File: src/rtl/cmix_pkg.sv
// ----------------------------------------------------------------------------
// cmix_pkg : shared types and constants of the crossfade mixer
// Sample formats, link bundle between cells and configuration indexes.
// ----------------------------------------------------------------------------
package cmix_pkg;

    localparam int SIGNAL_COUNT  = 8;   // signals mixed (2..8)
    localparam int SIGNAL_FIELDS = 8;   // signal fields present in an item
    localparam int CELL_COUNT    = (SIGNAL_COUNT < SIGNAL_FIELDS) ? SIGNAL_COUNT
                                                                  : SIGNAL_FIELDS;

    localparam int SAMPLE_W = 24;       // Q1.23
    localparam int LEVEL_W  = 24;       // unsigned level registers
    localparam int RECIP_W  = 41;       // 2^40 / segment width
    localparam int PEAK_W   = 27;       // start + k * width, k < 8
    localparam int WEIGHT_W = 17;       // Q1.16, up to 1.0
    localparam int PROD_W   = SAMPLE_W + WEIGHT_W + 1;
    localparam int ACC_W    = PROD_W + $clog2(CELL_COUNT);
    localparam int DATA_W   = SAMPLE_W * (SIGNAL_FIELDS + 1);

    localparam logic [WEIGHT_W-1:0] WEIGHT_ONE = WEIGHT_W'(65536);

    // configuration register indexes
    localparam int CFG_IDX_W = 8;
    localparam int CFG_DATA_W = RECIP_W;
    localparam logic [CFG_IDX_W-1:0] CFG_START_LEVEL   = CFG_IDX_W'(0);
    localparam logic [CFG_IDX_W-1:0] CFG_END_LEVEL     = CFG_IDX_W'(1);
    localparam logic [CFG_IDX_W-1:0] CFG_SEGMENT_WIDTH = CFG_IDX_W'(2);
    localparam logic [CFG_IDX_W-1:0] CFG_SEGMENT_RECIP = CFG_IDX_W'(3);

    typedef logic [SIGNAL_FIELDS-1:0][SAMPLE_W-1:0] sig_vec_t;

    // bundle handed from cell to cell
    typedef struct packed {
        logic [LEVEL_W-1:0]      pos;    // clamped mix position
        logic [PEAK_W-1:0]       peak;   // peak of the signal this cell serves
        logic signed [ACC_W-1:0] acc;    // running weighted sum
        sig_vec_t                sig;    // remaining signals, current in lane 0
    } link_t;

endpackage

File: src/rtl/cmix_front.sv
// ----------------------------------------------------------------------------
// cmix_front : modulation magnitude, clamp and link start
// Loads one item into the head of the cell chain.
// ----------------------------------------------------------------------------
module cmix_front
(
    input  logic                              clk,
    input  logic                              rst_n,
    input  logic                              adv,
    input  logic                              in_valid,
    input  logic signed [cmix_pkg::SAMPLE_W-1:0] modulation,
    input  cmix_pkg::sig_vec_t                signals,
    input  logic [cmix_pkg::LEVEL_W-1:0]      lo_bound,
    input  logic [cmix_pkg::LEVEL_W-1:0]      hi_bound,
    output logic                              out_valid,
    output cmix_pkg::link_t                   out_link
);
    import cmix_pkg::*;

    logic [LEVEL_W-1:0] mag;
    logic [LEVEL_W-1:0] pos;
    logic               valid_reg;
    link_t              link_reg;
    link_t              link_next;

    // magnitude of the most negative sample wraps to 2^23, still correct unsigned
    assign mag = modulation[SAMPLE_W-1] ? LEVEL_W'(~modulation + 1'b1)
                                        : LEVEL_W'(modulation);

    always_comb
    begin
        // when start lies above end, a magnitude below start gives start, else end
        if (mag < lo_bound)
            pos = lo_bound;
        else if (mag > hi_bound)
            pos = hi_bound;
        else
            pos = mag;
        link_next.pos  = pos;
        link_next.peak = PEAK_W'(lo_bound);
        link_next.acc  = '0;
        link_next.sig  = signals;
    end

    always_ff @(posedge clk or negedge rst_n)
    begin
        if (!rst_n)
            valid_reg <= 1'b0;
        else if (adv)
            valid_reg <= in_valid;
    end

    always_ff @(posedge clk)
    begin
        if (adv)
            link_reg <= link_next;
    end

    assign out_valid = valid_reg;
    assign out_link  = link_reg;

endmodule

File: config.mk
export PLATFORM = sky130hd
export DESIGN_NAME = cmix_front
export DESIGN_NICKNAME = d
export VERILOG_FILES = /design/src/rtl/cmix_pkg.sv /design/src/rtl/cmix_front.sv
export SDC_FILE = /design/constraint.sdc
export NUM_CORES = 1
export LEC_CHECK = 0
export BUFFER_PORTS_ARGS = -buffer_cell sky130_fd_sc_hd__buf_2
export CORE_AREA = 5 5 213 215
export DETAILED_ROUTE_END_ITERATION = 7
export DIE_AREA = 0 0 218 220
export GPL_ROUTABILITY_DRIVEN = 0
export PLACE_DENSITY = 0.52
export SYNTH_ARGS = -nofsm -noshare
export SYNTH_HDL_FRONTEND = slang
export SYNTH_SLANG_ARGS = --single-unit
File: constraint.sdc
create_clock -name clk -period 1.1 [get_ports clk]
set_clock_uncertainty 0.15 [all_clocks]
set_input_delay 0.22 -clock clk [delete_from_list [all_inputs] [get_ports clk]]
set_output_delay 0.22 -clock clk [all_outputs]
set_load 0.01 [all_outputs]
==> metrics.log <==
[metrics] outcome: complete, but fails checks
[metrics] failing checks: negative setup slack
[metrics] relative slew slack: 63.4%
[metrics] slew at the pin closest to its max-slew limit: 536 ps
[metrics] setup-violating endpoint count in the final report: 346
[metrics] Leakage Power: 7.98 nW
[metrics] post-DP HPWL: 32,500 µm
[metrics] Synth area leaders: edfxtp_1 73%, ha_1 6.1%, mux2i_1 4.6%, buf_4 3.7%, inv_1 1.9%
[metrics] Hold WS: 43.8 ps
[metrics] I/O Pins: 557
[metrics] critical path type: input port to flop
[metrics] Internal Dissipation: 0.0188 W
[metrics] Detailed Route Iter0 Violations: 314
[metrics] largest area contributor in the synthesized netlist: edfxtp_1
[metrics] placement row count: 77
[metrics] count of pins over their slew limit: 0
[metrics] sw power: 0.00649 W
[metrics] antenna violation net count after detailed routing: 0
[metrics] startpoint of the lowest-slack register-to-register path: out_valid
[metrics] CTS tree: done
[metrics] sequential fraction of the synthesis area: 73.6%
[metrics] mean area per synthesized cell: 16.7 µm²
[metrics] detailed-route wire length per cell: 19.4 µm
[metrics] Final Total Pwr: 0.0253 W
[metrics] switch share: 25.7%
[metrics] Crit. End Element: flop
[metrics] Worst Setup Slack, final: -2280 ps
[metrics] area of the mapped netlist: 9830 µm²
[metrics] total non-filler cell area in the finished layout: 17,800 µm²
[metrics] Synth top area share: 73.3%
[metrics] input/output buffers: 508
[metrics] number of iterations in the first detailed-routing pass: 4
[metrics] signal arrival time at the worst endpoint: 3520 ps
[metrics] startpoint of the tightest hold check path: hi_bound[23]
[metrics] largest net degree at the start of global routing: 43
[metrics] setup repair after global routing missed its margin: true
[metrics] CTS HTree Levels: 1
[metrics] share of the clock period used by the worst path: 307%
[metrics] count of unresolved DRC violations after routing: 0
[metrics] Data required, critical path: 1240 ps
[metrics] fraction of power consumed by sequential logic: 44.5%
[metrics] most instantiated flip-flop cell in the synthesis netlist: edfxtp_1
[metrics] maximum resistive drop on vdd: 0.00101 V
[metrics] highest net fanout along the worst path: 3
[metrics] Root Driver: clkbuf_16
[metrics] wire length of the first global-routing pass: 56,100 µm
[metrics] fraction of final layout cells with drive strength greater than 1: 47.3%
[metrics] total number of clock tree sinks: 241
[metrics] part of the total power dissipated in combinational logic: 18.9%
[metrics] overall die width: 218 µm
[metrics] Mapped Cells: 587
[metrics] most repeated cell in the gate-level netlist after synthesis: edfxtp_1
[metrics] final number of hold-violating endpoints: 0
[metrics] Die Footprint: 48,000 µm²
[metrics] area added between synthesis and finish: 80.7%
[metrics] Clock Pin Slew Worst Setup and Hold Paths: 60 ps
[metrics] flops & latches, synth: 241
[metrics] DRT Wirelength: 40,700 µm
[metrics] post-synth cell types: 45
[metrics] number of violations of the max-capacitance limit: 0
[metrics] buffers from clock root to sink, at most: 3
[metrics] initial antenna violation count: 7
[metrics] FILL cells: 4,209
[metrics] YS warnings: 0
[metrics] critical path launch point type: input port
[metrics] multi-input combinational cell area: 2380 µm²
[metrics] CTS Buf Count: 29
[metrics] overflow left after global routing: 0
[metrics] area of placed instances: 13,900 µm²
[metrics] number of vias per cell after detailed routing: 3.94
[metrics] Post-synth EDFFs: 240
[metrics] height of the die: 220 µm
[metrics] top post-synthesis cells by count: 240 x edfxtp_1, 51 x inv_1, 49 x buf_4
[metrics] core outline area: 43,500 µm²
[metrics] final critical path time including I/O delays and setup: 3380 ps
[metrics] layout net count: 1,798
[metrics] Reg area: 7230 µm²
[metrics] via count: 8,277
[metrics] share of flip-flops with an asynchronous set or reset: 0.415%
[metrics] total global-route track usage: 15.7%
[metrics] worst setup path start: modulation[14]
[metrics] highest achievable clock rate: 296 MHz
[metrics] effective utilization at floorplan: 22.6%
[metrics] power density over the cells: 1420 nW/µm²
[metrics] hold crit path type: input port to flop
[metrics] via count of the first global-routing pass: 8,876
[metrics] Clock power frac: 36.6%
[metrics] clock latency of the later-clocked register in the worst-skew pair: 540 ps
## cell usage in the layout, fill, tap and decap left out, types with 10 or more instances in the layout
cell type,count
a21oi_1,17
buf_6,42
ha_1,48
buf_4,110
nand2_1,20
buf_12,11
inv_1,50
dlygate4sd3_1,240
edfxtp_1,240
buf_2,467
clkbuf_16,29
mux2i_1,45
conb_1,48
xnor2_1,15
o21ai_0,10
## worst paths after layout
kind / end / slack (ps) / cells past startpoint
max in group asynchronous: out_valid / 320 / 3
min: out_link[287] / 40 / 4
min in group asynchronous: out_valid / 370 / 3
max: out_link[264] / -2280 / 14
max reg2reg: out_valid / 180 / 1
min reg2reg: out_valid / 410 / 1
## cell type report
type,instances,area share [%]
Sequential cell,241,40.7
Inverter,51,1.08
Antenna cell,9,0.127
Timing Repair Buffer,872,35.4
Tap cell,592,4.17
Clock buffer,33,4.17
Multi-Input combinational cell,287,13.4
Clock inverter,18,0.909
## kinds of logic (layout without fill, tap and decap cells)
| group | count (synthesis) | in the layout | synth area share, % |
|---|---|---|---|
| AO/OA/AOI/OAI | 53 | 53 | 3.50 |
| XOR/XNOR | 21 | 21 | 1.87 |
| adder cells (fa/ha/maj) | 48 | 48 | 6.11 |
| buffers and inverters | 106 | 974 | 5.97 |
| flip-flops | 241 | 241 | 73.6 |
| multiplexers | 48 | 48 | 4.93 |
| other | 1 | 57 | 0.0381 |
| AND/OR/NAND/NOR | 69 | 69 | 4.02 |
## routing by layer
layer,GRT usage (%),vias to the layer above,wire (µm)
li1,-,3916,-
met1,16.8,3989,14200
met2,30.1,318,22100
met3,4.78,52,3530
met4,3.85,2,828
met5,0,-,7
## worst max-delay path: stages
cell,delay (ps)
buf_2,110
or4_4,520
or4_4,580
o31ai_4,220
xnor2_2,110
ha_1,310
nand4_1,140
buf_4,160
nor2_2,50
a22oi_2,190
nand2_2,100
o21ai_4,210
mux2_4,330
mux2_4,260
## stage by stage
stage	utilization [%]	TNS (ps)	std cells	setup slack, ps
2_1_floorplan	-	-61790	634	-2660
3_3_place_gp	32.0	-77330	1793	-2890
3_5_place_dp	32.0	-79730	1793	-3020
4_1_cts	40.1	-168720	2090	-2260
5_1_grt	40.8	-171950	2100	-2370
6_report	40.8	-156140	2103	-2280
## registers in the layout, summed over array words and instances (netlist names)
register,cells
out_valid,1
out_link,240
## what timing repair did
item / in CTS / in global routing
endpoints found under the setup margin: 265 / 354
buffers inserted: 7 / 5
pin swaps: 16 / 13
gates resized for setup: 49 / 64
hold endpoints to repair: 254 / 4
gates cloned: 0 / 0
hold buffers: 239 / 2
## power by group through the flow
stage	logic [W]	registers [W]	clock network [W]
floorplan	0.00112	0.0118	0
global placement	0.00377	0.0114	0
detailed placement	0.00380	0.0114	0
CTS	0.00469	0.0112	0.00959
global route	0.00519	0.0113	0.0100
finish	0.00478	0.0112	0.00926
No activity file was read; power rests on OpenSTA's default activity.
