`src/rtl/cmix_pkg.sv`:
```
// ----------------------------------------------------------------------------
// cmix_pkg : shared types and constants of the crossfade mixer
// Sample formats, link bundle between cells and configuration indexes.
// ----------------------------------------------------------------------------
package cmix_pkg;

    localparam int SIGNAL_COUNT  = 8;   // signals mixed (2..8)
    localparam int SIGNAL_FIELDS = 8;   // signal fields present in an item
    localparam int CELL_COUNT    = (SIGNAL_COUNT < SIGNAL_FIELDS) ? SIGNAL_COUNT
                                                                  : SIGNAL_FIELDS;

    localparam int SAMPLE_W = 24;       // Q1.23
    localparam int LEVEL_W  = 24;       // unsigned level registers
    localparam int RECIP_W  = 41;       // 2^40 / segment width
    localparam int PEAK_W   = 27;       // start + k * width, k < 8
    localparam int WEIGHT_W = 17;       // Q1.16, up to 1.0
    localparam int PROD_W   = SAMPLE_W + WEIGHT_W + 1;
    localparam int ACC_W    = PROD_W + $clog2(CELL_COUNT);
    localparam int DATA_W   = SAMPLE_W * (SIGNAL_FIELDS + 1);

    localparam logic [WEIGHT_W-1:0] WEIGHT_ONE = WEIGHT_W'(65536);

    // configuration register indexes
    localparam int CFG_IDX_W = 8;
    localparam int CFG_DATA_W = RECIP_W;
    localparam logic [CFG_IDX_W-1:0] CFG_START_LEVEL   = CFG_IDX_W'(0);
    localparam logic [CFG_IDX_W-1:0] CFG_END_LEVEL     = CFG_IDX_W'(1);
    localparam logic [CFG_IDX_W-1:0] CFG_SEGMENT_WIDTH = CFG_IDX_W'(2);
    localparam logic [CFG_IDX_W-1:0] CFG_SEGMENT_RECIP = CFG_IDX_W'(3);

    typedef logic [SIGNAL_FIELDS-1:0][SAMPLE_W-1:0] sig_vec_t;

    // bundle handed from cell to cell
    typedef struct packed {
        logic [LEVEL_W-1:0]      pos;    // clamped mix position
        logic [PEAK_W-1:0]       peak;   // peak of the signal this cell serves
        logic signed [ACC_W-1:0] acc;    // running weighted sum
        sig_vec_t                sig;    // remaining signals, current in lane 0
    } link_t;

endpackage

```
`src/rtl/cmix_cell.sv`:
```
// ----------------------------------------------------------------------------
// cmix_cell : one crossfade cell
// Weights the signal in lane 0 and adds it to the sum; four register stages.
// ----------------------------------------------------------------------------
module cmix_cell
(
    input  logic                          clk,
    input  logic                          rst_n,
    input  logic                          adv,
    input  logic                          in_valid,
    input  cmix_pkg::link_t               in_link,
    input  logic [cmix_pkg::LEVEL_W-1:0]  segment_width,
    input  logic [cmix_pkg::RECIP_W-1:0]  segment_reciprocal,
    output logic                          out_valid,
    output cmix_pkg::link_t               out_link
);
    import cmix_pkg::*;

    localparam int LO_W = 24;                 // low part of the reciprocal
    localparam int HI_W = RECIP_W - LO_W;

    logic [3:0]                 valid_reg;
    link_t                      a_link_reg, b_link_reg, c_link_reg, d_link_reg;
    link_t                      a_link_next, d_link_next;
    logic [LEVEL_W-1:0]         span_reg, span_next;
    logic [LEVEL_W+HI_W-1:0]    hi_reg;
    logic [LEVEL_W+LO_W-1:0]    lo_reg;
    logic [WEIGHT_W-1:0]        weight_reg, weight_next;

    logic signed [PEAK_W:0]     diff;
    logic [PEAK_W-1:0]          delta;
    logic [LEVEL_W+HI_W:0]      wsum;
    logic signed [PROD_W-1:0]   prod;

    // stage A: distance to this cell's peak, span left inside the triangle
    always_comb
    begin
        diff  = $signed({4'b0, in_link.pos}) - $signed({1'b0, in_link.peak});
        delta = diff[PEAK_W] ? PEAK_W'(-diff) : PEAK_W'(diff);
        if (delta <= PEAK_W'(segment_width))
            span_next = segment_width - delta[LEVEL_W-1:0];
        else
            span_next = '0;
        a_link_next      = in_link;
        a_link_next.peak = in_link.peak + PEAK_W'(segment_width);
    end

    // stage C: recombine the two partial products, saturate at 1.0
    always_comb
    begin
        wsum = (LEVEL_W+HI_W+1)'(hi_reg) + (LEVEL_W+HI_W+1)'(lo_reg[LEVEL_W+LO_W-1:LO_W]);
        if (wsum > (LEVEL_W+HI_W+1)'(WEIGHT_ONE))
            weight_next = WEIGHT_ONE;
        else
            weight_next = wsum[WEIGHT_W-1:0];
    end

    // stage D: multiply-accumulate, shift the next signal into lane 0
    always_comb
    begin
        prod = $signed(c_link_reg.sig[0]) * $signed({1'b0, weight_reg});
        d_link_next     = c_link_reg;
        d_link_next.acc = c_link_reg.acc + ACC_W'(prod);
        for (int i = 0; i < SIGNAL_FIELDS - 1; i++)
            d_link_next.sig[i] = c_link_reg.sig[i+1];
        d_link_next.sig[SIGNAL_FIELDS-1] = '0;
    end

    always_ff @(posedge clk or negedge rst_n)
    begin
        if (!rst_n)
            valid_reg <= '0;
        else if (adv)
            valid_reg <= {valid_reg[2:0], in_valid};
    end

    always_ff @(posedge clk)
    begin
        if (adv)
        begin
            a_link_reg <= a_link_next;
            span_reg   <= span_next;
            b_link_reg <= a_link_reg;
            hi_reg     <= span_reg * segment_reciprocal[RECIP_W-1:LO_W];
            lo_reg     <= span_reg * segment_reciprocal[LO_W-1:0];
            c_link_reg <= b_link_reg;
            weight_reg <= weight_next;
            d_link_reg <= d_link_next;
        end
    end

    assign out_valid = valid_reg[3];
    assign out_link  = d_link_reg;

endmodule

```
`config.mk`:
```
export PLATFORM = sky130hd
export DESIGN_NAME = cmix_cell
export DESIGN_NICKNAME = d
export VERILOG_FILES = /design/src/rtl/cmix_pkg.sv /design/src/rtl/cmix_cell.sv
export SDC_FILE = /design/constraint.sdc
export NUM_CORES = 2
export LEC_CHECK = 0
export BUFFER_PORTS_ARGS = -buffer_cell sky130_fd_sc_hd__buf_2
export CORE_MARGIN = 2
export CORE_UTILIZATION = 54
export CTS_BUF_LIST = sky130_fd_sc_hd__clkbuf_4
export CTS_CLUSTER_DIAMETER = 120
export DETAILED_ROUTE_END_ITERATION = 10
export GPL_ROUTABILITY_DRIVEN = 0
export PLACE_DENSITY_LB_ADDON = 0.25
export SLEW_MARGIN = 20
export SYNTH_ARGS = -nofsm -noshare
export SYNTH_HDL_FRONTEND = slang
export SYNTH_SLANG_ARGS = --single-unit
```
`constraint.sdc`:
```
create_clock -name clk -period 7.5 [get_ports clk]
set_input_delay 0.75 -clock clk [delete_from_list [all_inputs] [get_ports clk]]
set_output_delay 0.75 -clock clk [all_outputs]
set_load 0.02 [all_outputs]
```
==> metrics <==
# H-tree levels 5; worst setup path endpoint lo_reg[42]$_DFFE_PP_; EDFF count, synth 1234; Avg Cell Area, Syn between 10 and 15 um2; Primary FF master, synth edfxtp_1; Final min period around 7.5 ns; clock latency at the later pin of the worst-skew pair roughly 1.4 ns; antenna viol nets, final 0; R2R cell count 26; Hold Path Class in -> reg; final hold viol count 0; Seq/Total Area, Yosys 0.4091; r2r endpoint lo_reg[42]$_DFFE_PP_; Yosys reg bits approximately 1200; Pre-antenna DRT Iters 6; failing checks negative setup slack; RSZ-0062 raised after global routing true; synth warn 0; crit path launch type flop; crit path launch span_reg[8]$_SDFFCE_PN0P_; clock skew 0.1624 ns; area growth from synthesis to layout 16.24%; final net count approximately 11000; pin count of the biggest net entering global routing between 150 and 200; layout cell share with drive strength beyond 1 0.1636; CP required approximately 8.5 ns; critical path arrival between 8 and 9 ns; # fillers approximately 13000; DIE WIDTH approximately 410 um; Slew headroom 0.3757; Die Y 414.1 um; GR Overflow Total 0; CTS tree built; Critical Path Most Common Cell fa_1; Final HPWL DP roughly 160000 um; vias in the first global route about 63000; first-pass GRT wire length around 330000 um; Worst path depth 26; IO Port Bufs 621; total wire length around 210000 um; setup_tns -0.03295 ns; Core ar. 167000 um2; WL/cell 18.68 um; placement row count 150; crit path kind reg -> reg; max-slew violations 0; CP max-delay cell edfxtp_1; cts bufs inserted about 330; Initial Utilization 0.5437; Mapped Area 90820 um2; via/cell ratio 5.155; outcome finished with violations; CTS root buffer clkbuf_4; Post-synth ARST share 0.003231; Distinct cells, synth 85; Post-Syn Instances 7538; Tot GR Track Use 0.2492; Sink Count 1238; slowest stage delay, CP 0.52 ns; Worst R2R Setup Slack -0.03 ns; Worst Path Max Fanout 4; commonest non-fill, non-tap cell in the layout inv_1; Reg-to-Reg Start span_reg[8]$_SDFFCE_PN0P_; die area 171500 um2; final setup vio count 1; initial antenna violation count 28; io pins around 650; Final WS setup -0.03295 ns; fin crit share 1.004; fmax between 0.1 and 0.15 GHz; maxcap violations 0; CTS Buffer Depth 4; Slew @ Worst Pin around 0.94 ns; critical path's top delay family adder cells; Crit. End Element flop; clock-pin slew on the worst setup and hold paths roughly 0.080 ns; vias 58210; 1st-iter DRT viols 3684; most frequent cells in the layout 1511 x inv_1, 1261 x fa_1, 1234 x edfxtp_1; DRC viols 0; Worst Path Buf+Inv 7
## how the worst min path moves through the flow
stage                                   start                        end  depth (start not counted)
floorplan             a_link_reg[0]$_DFFE_PP_    b_link_reg[0]$_DFFE_PP_                          0
global placement     b_link_reg[49]$_DFFE_PP_   c_link_reg[49]$_DFFE_PP_                          0
detailed placement  a_link_reg[123]$_DFFE_PP_  b_link_reg[123]$_DFFE_PP_                          0
CTS                         segment_width[23]  a_link_reg[260]$_DFFE_PP_                          4
global route                      in_link[78]   a_link_reg[78]$_DFFE_PP_                          2
finish                       segment_width[1]  span_reg[1]$_SDFFCE_PN0P_                          4
## through the flow
stage | setup WS, ns | std cells | cell area [um2] | utilization | hold slack [ns]
floorplan | 0.01153 | 7561 | 90920 | - | 0.4003
global placement | -0.5422 | 10400 | 98010 | 0.5868 | 0.4001
detailed placement | -0.6034 | 10400 | 98010 | 0.5868 | 0.4045
CTS | 0.01171 | 11250 | 105200 | 0.6295 | 0.0007099
global route | -0.1639 | 11290 | 105600 | 0.6320 | 0.02936
finish | -0.03295 | 11290 | 105600 | 0.6320 | 0.1629
## final cells by class
type                            instances  area, um2  area share
Clock inverter                         80      493.0    0.004670
Inverter                             1513       5679     0.05380
Sequential cell                      1238      37160      0.3519
Tap cell                             2204       2758     0.02612
Clock buffer                          442       3318     0.03143
Multi-Input combinational cell       4523      47070      0.4459
Timing Repair Buffer                 1265       9031     0.08555
Antenna cell                           27      67.56   0.0006400
## Yosys cell counts, types with 90 or more instances
cell type  count  area [um2]
a21o_1        90       675.7
a21oi_1      171       855.8
and2_1       582        3641
clkbuf_1     257       964.7
edfxtp_1    1234       37060
fa_1        1268       25380
ha_1         521        6519
inv_1       1513        5679
nand2_1      932        3498
nor2_1       175       656.9
o21ai_0      100       500.5
xnor2_1      139        1217
## worst min-delay path: cells and delay by family
kind,cells,cell delay [ns]
adder cells (fa/ha/maj),1,0.19
AND/OR/NAND/NOR,1,0.09
buffers and inverters,2,0.21
## timing repair
| action | in CTS | in global routing |
|---|---|---|
| pin swaps | 15 | 27 |
| hold buffers | 321 | 0 |
| resized for setup | 26 | 43 |
| endpoints found under the hold margin | 343 | 0 |
| endpoints found under the setup margin | 15 | 17 |
| setup buffers | 3 | 19 |
## cells by family after synthesis
kind of cell             synth area share
AND/OR/NAND/NOR                    0.1015
buffers and inverters             0.07556
adder cells (fa/ha/maj)            0.3513
flip-flops                         0.4091
AO/OA/AOI/OAI                     0.04218
XOR/XNOR                          0.01900
multiplexers                     0.001309
other                          0.00004129
## per-layer routing
layer  global-route usage  wire length [um]  vias up  share of wire
met1               0.2971             79740    29140           0.38
li1                     -                 -    26610              -
met2               0.4366            108700     1920           0.52
met3              0.04985             13230      530          0.063
met4               0.1132              9167       10          0.043
met5                    0                65        -        0.00031
Power is not shown: default switching activity piles up to over one toggle a cycle in this logic, so the estimate is an artifact.
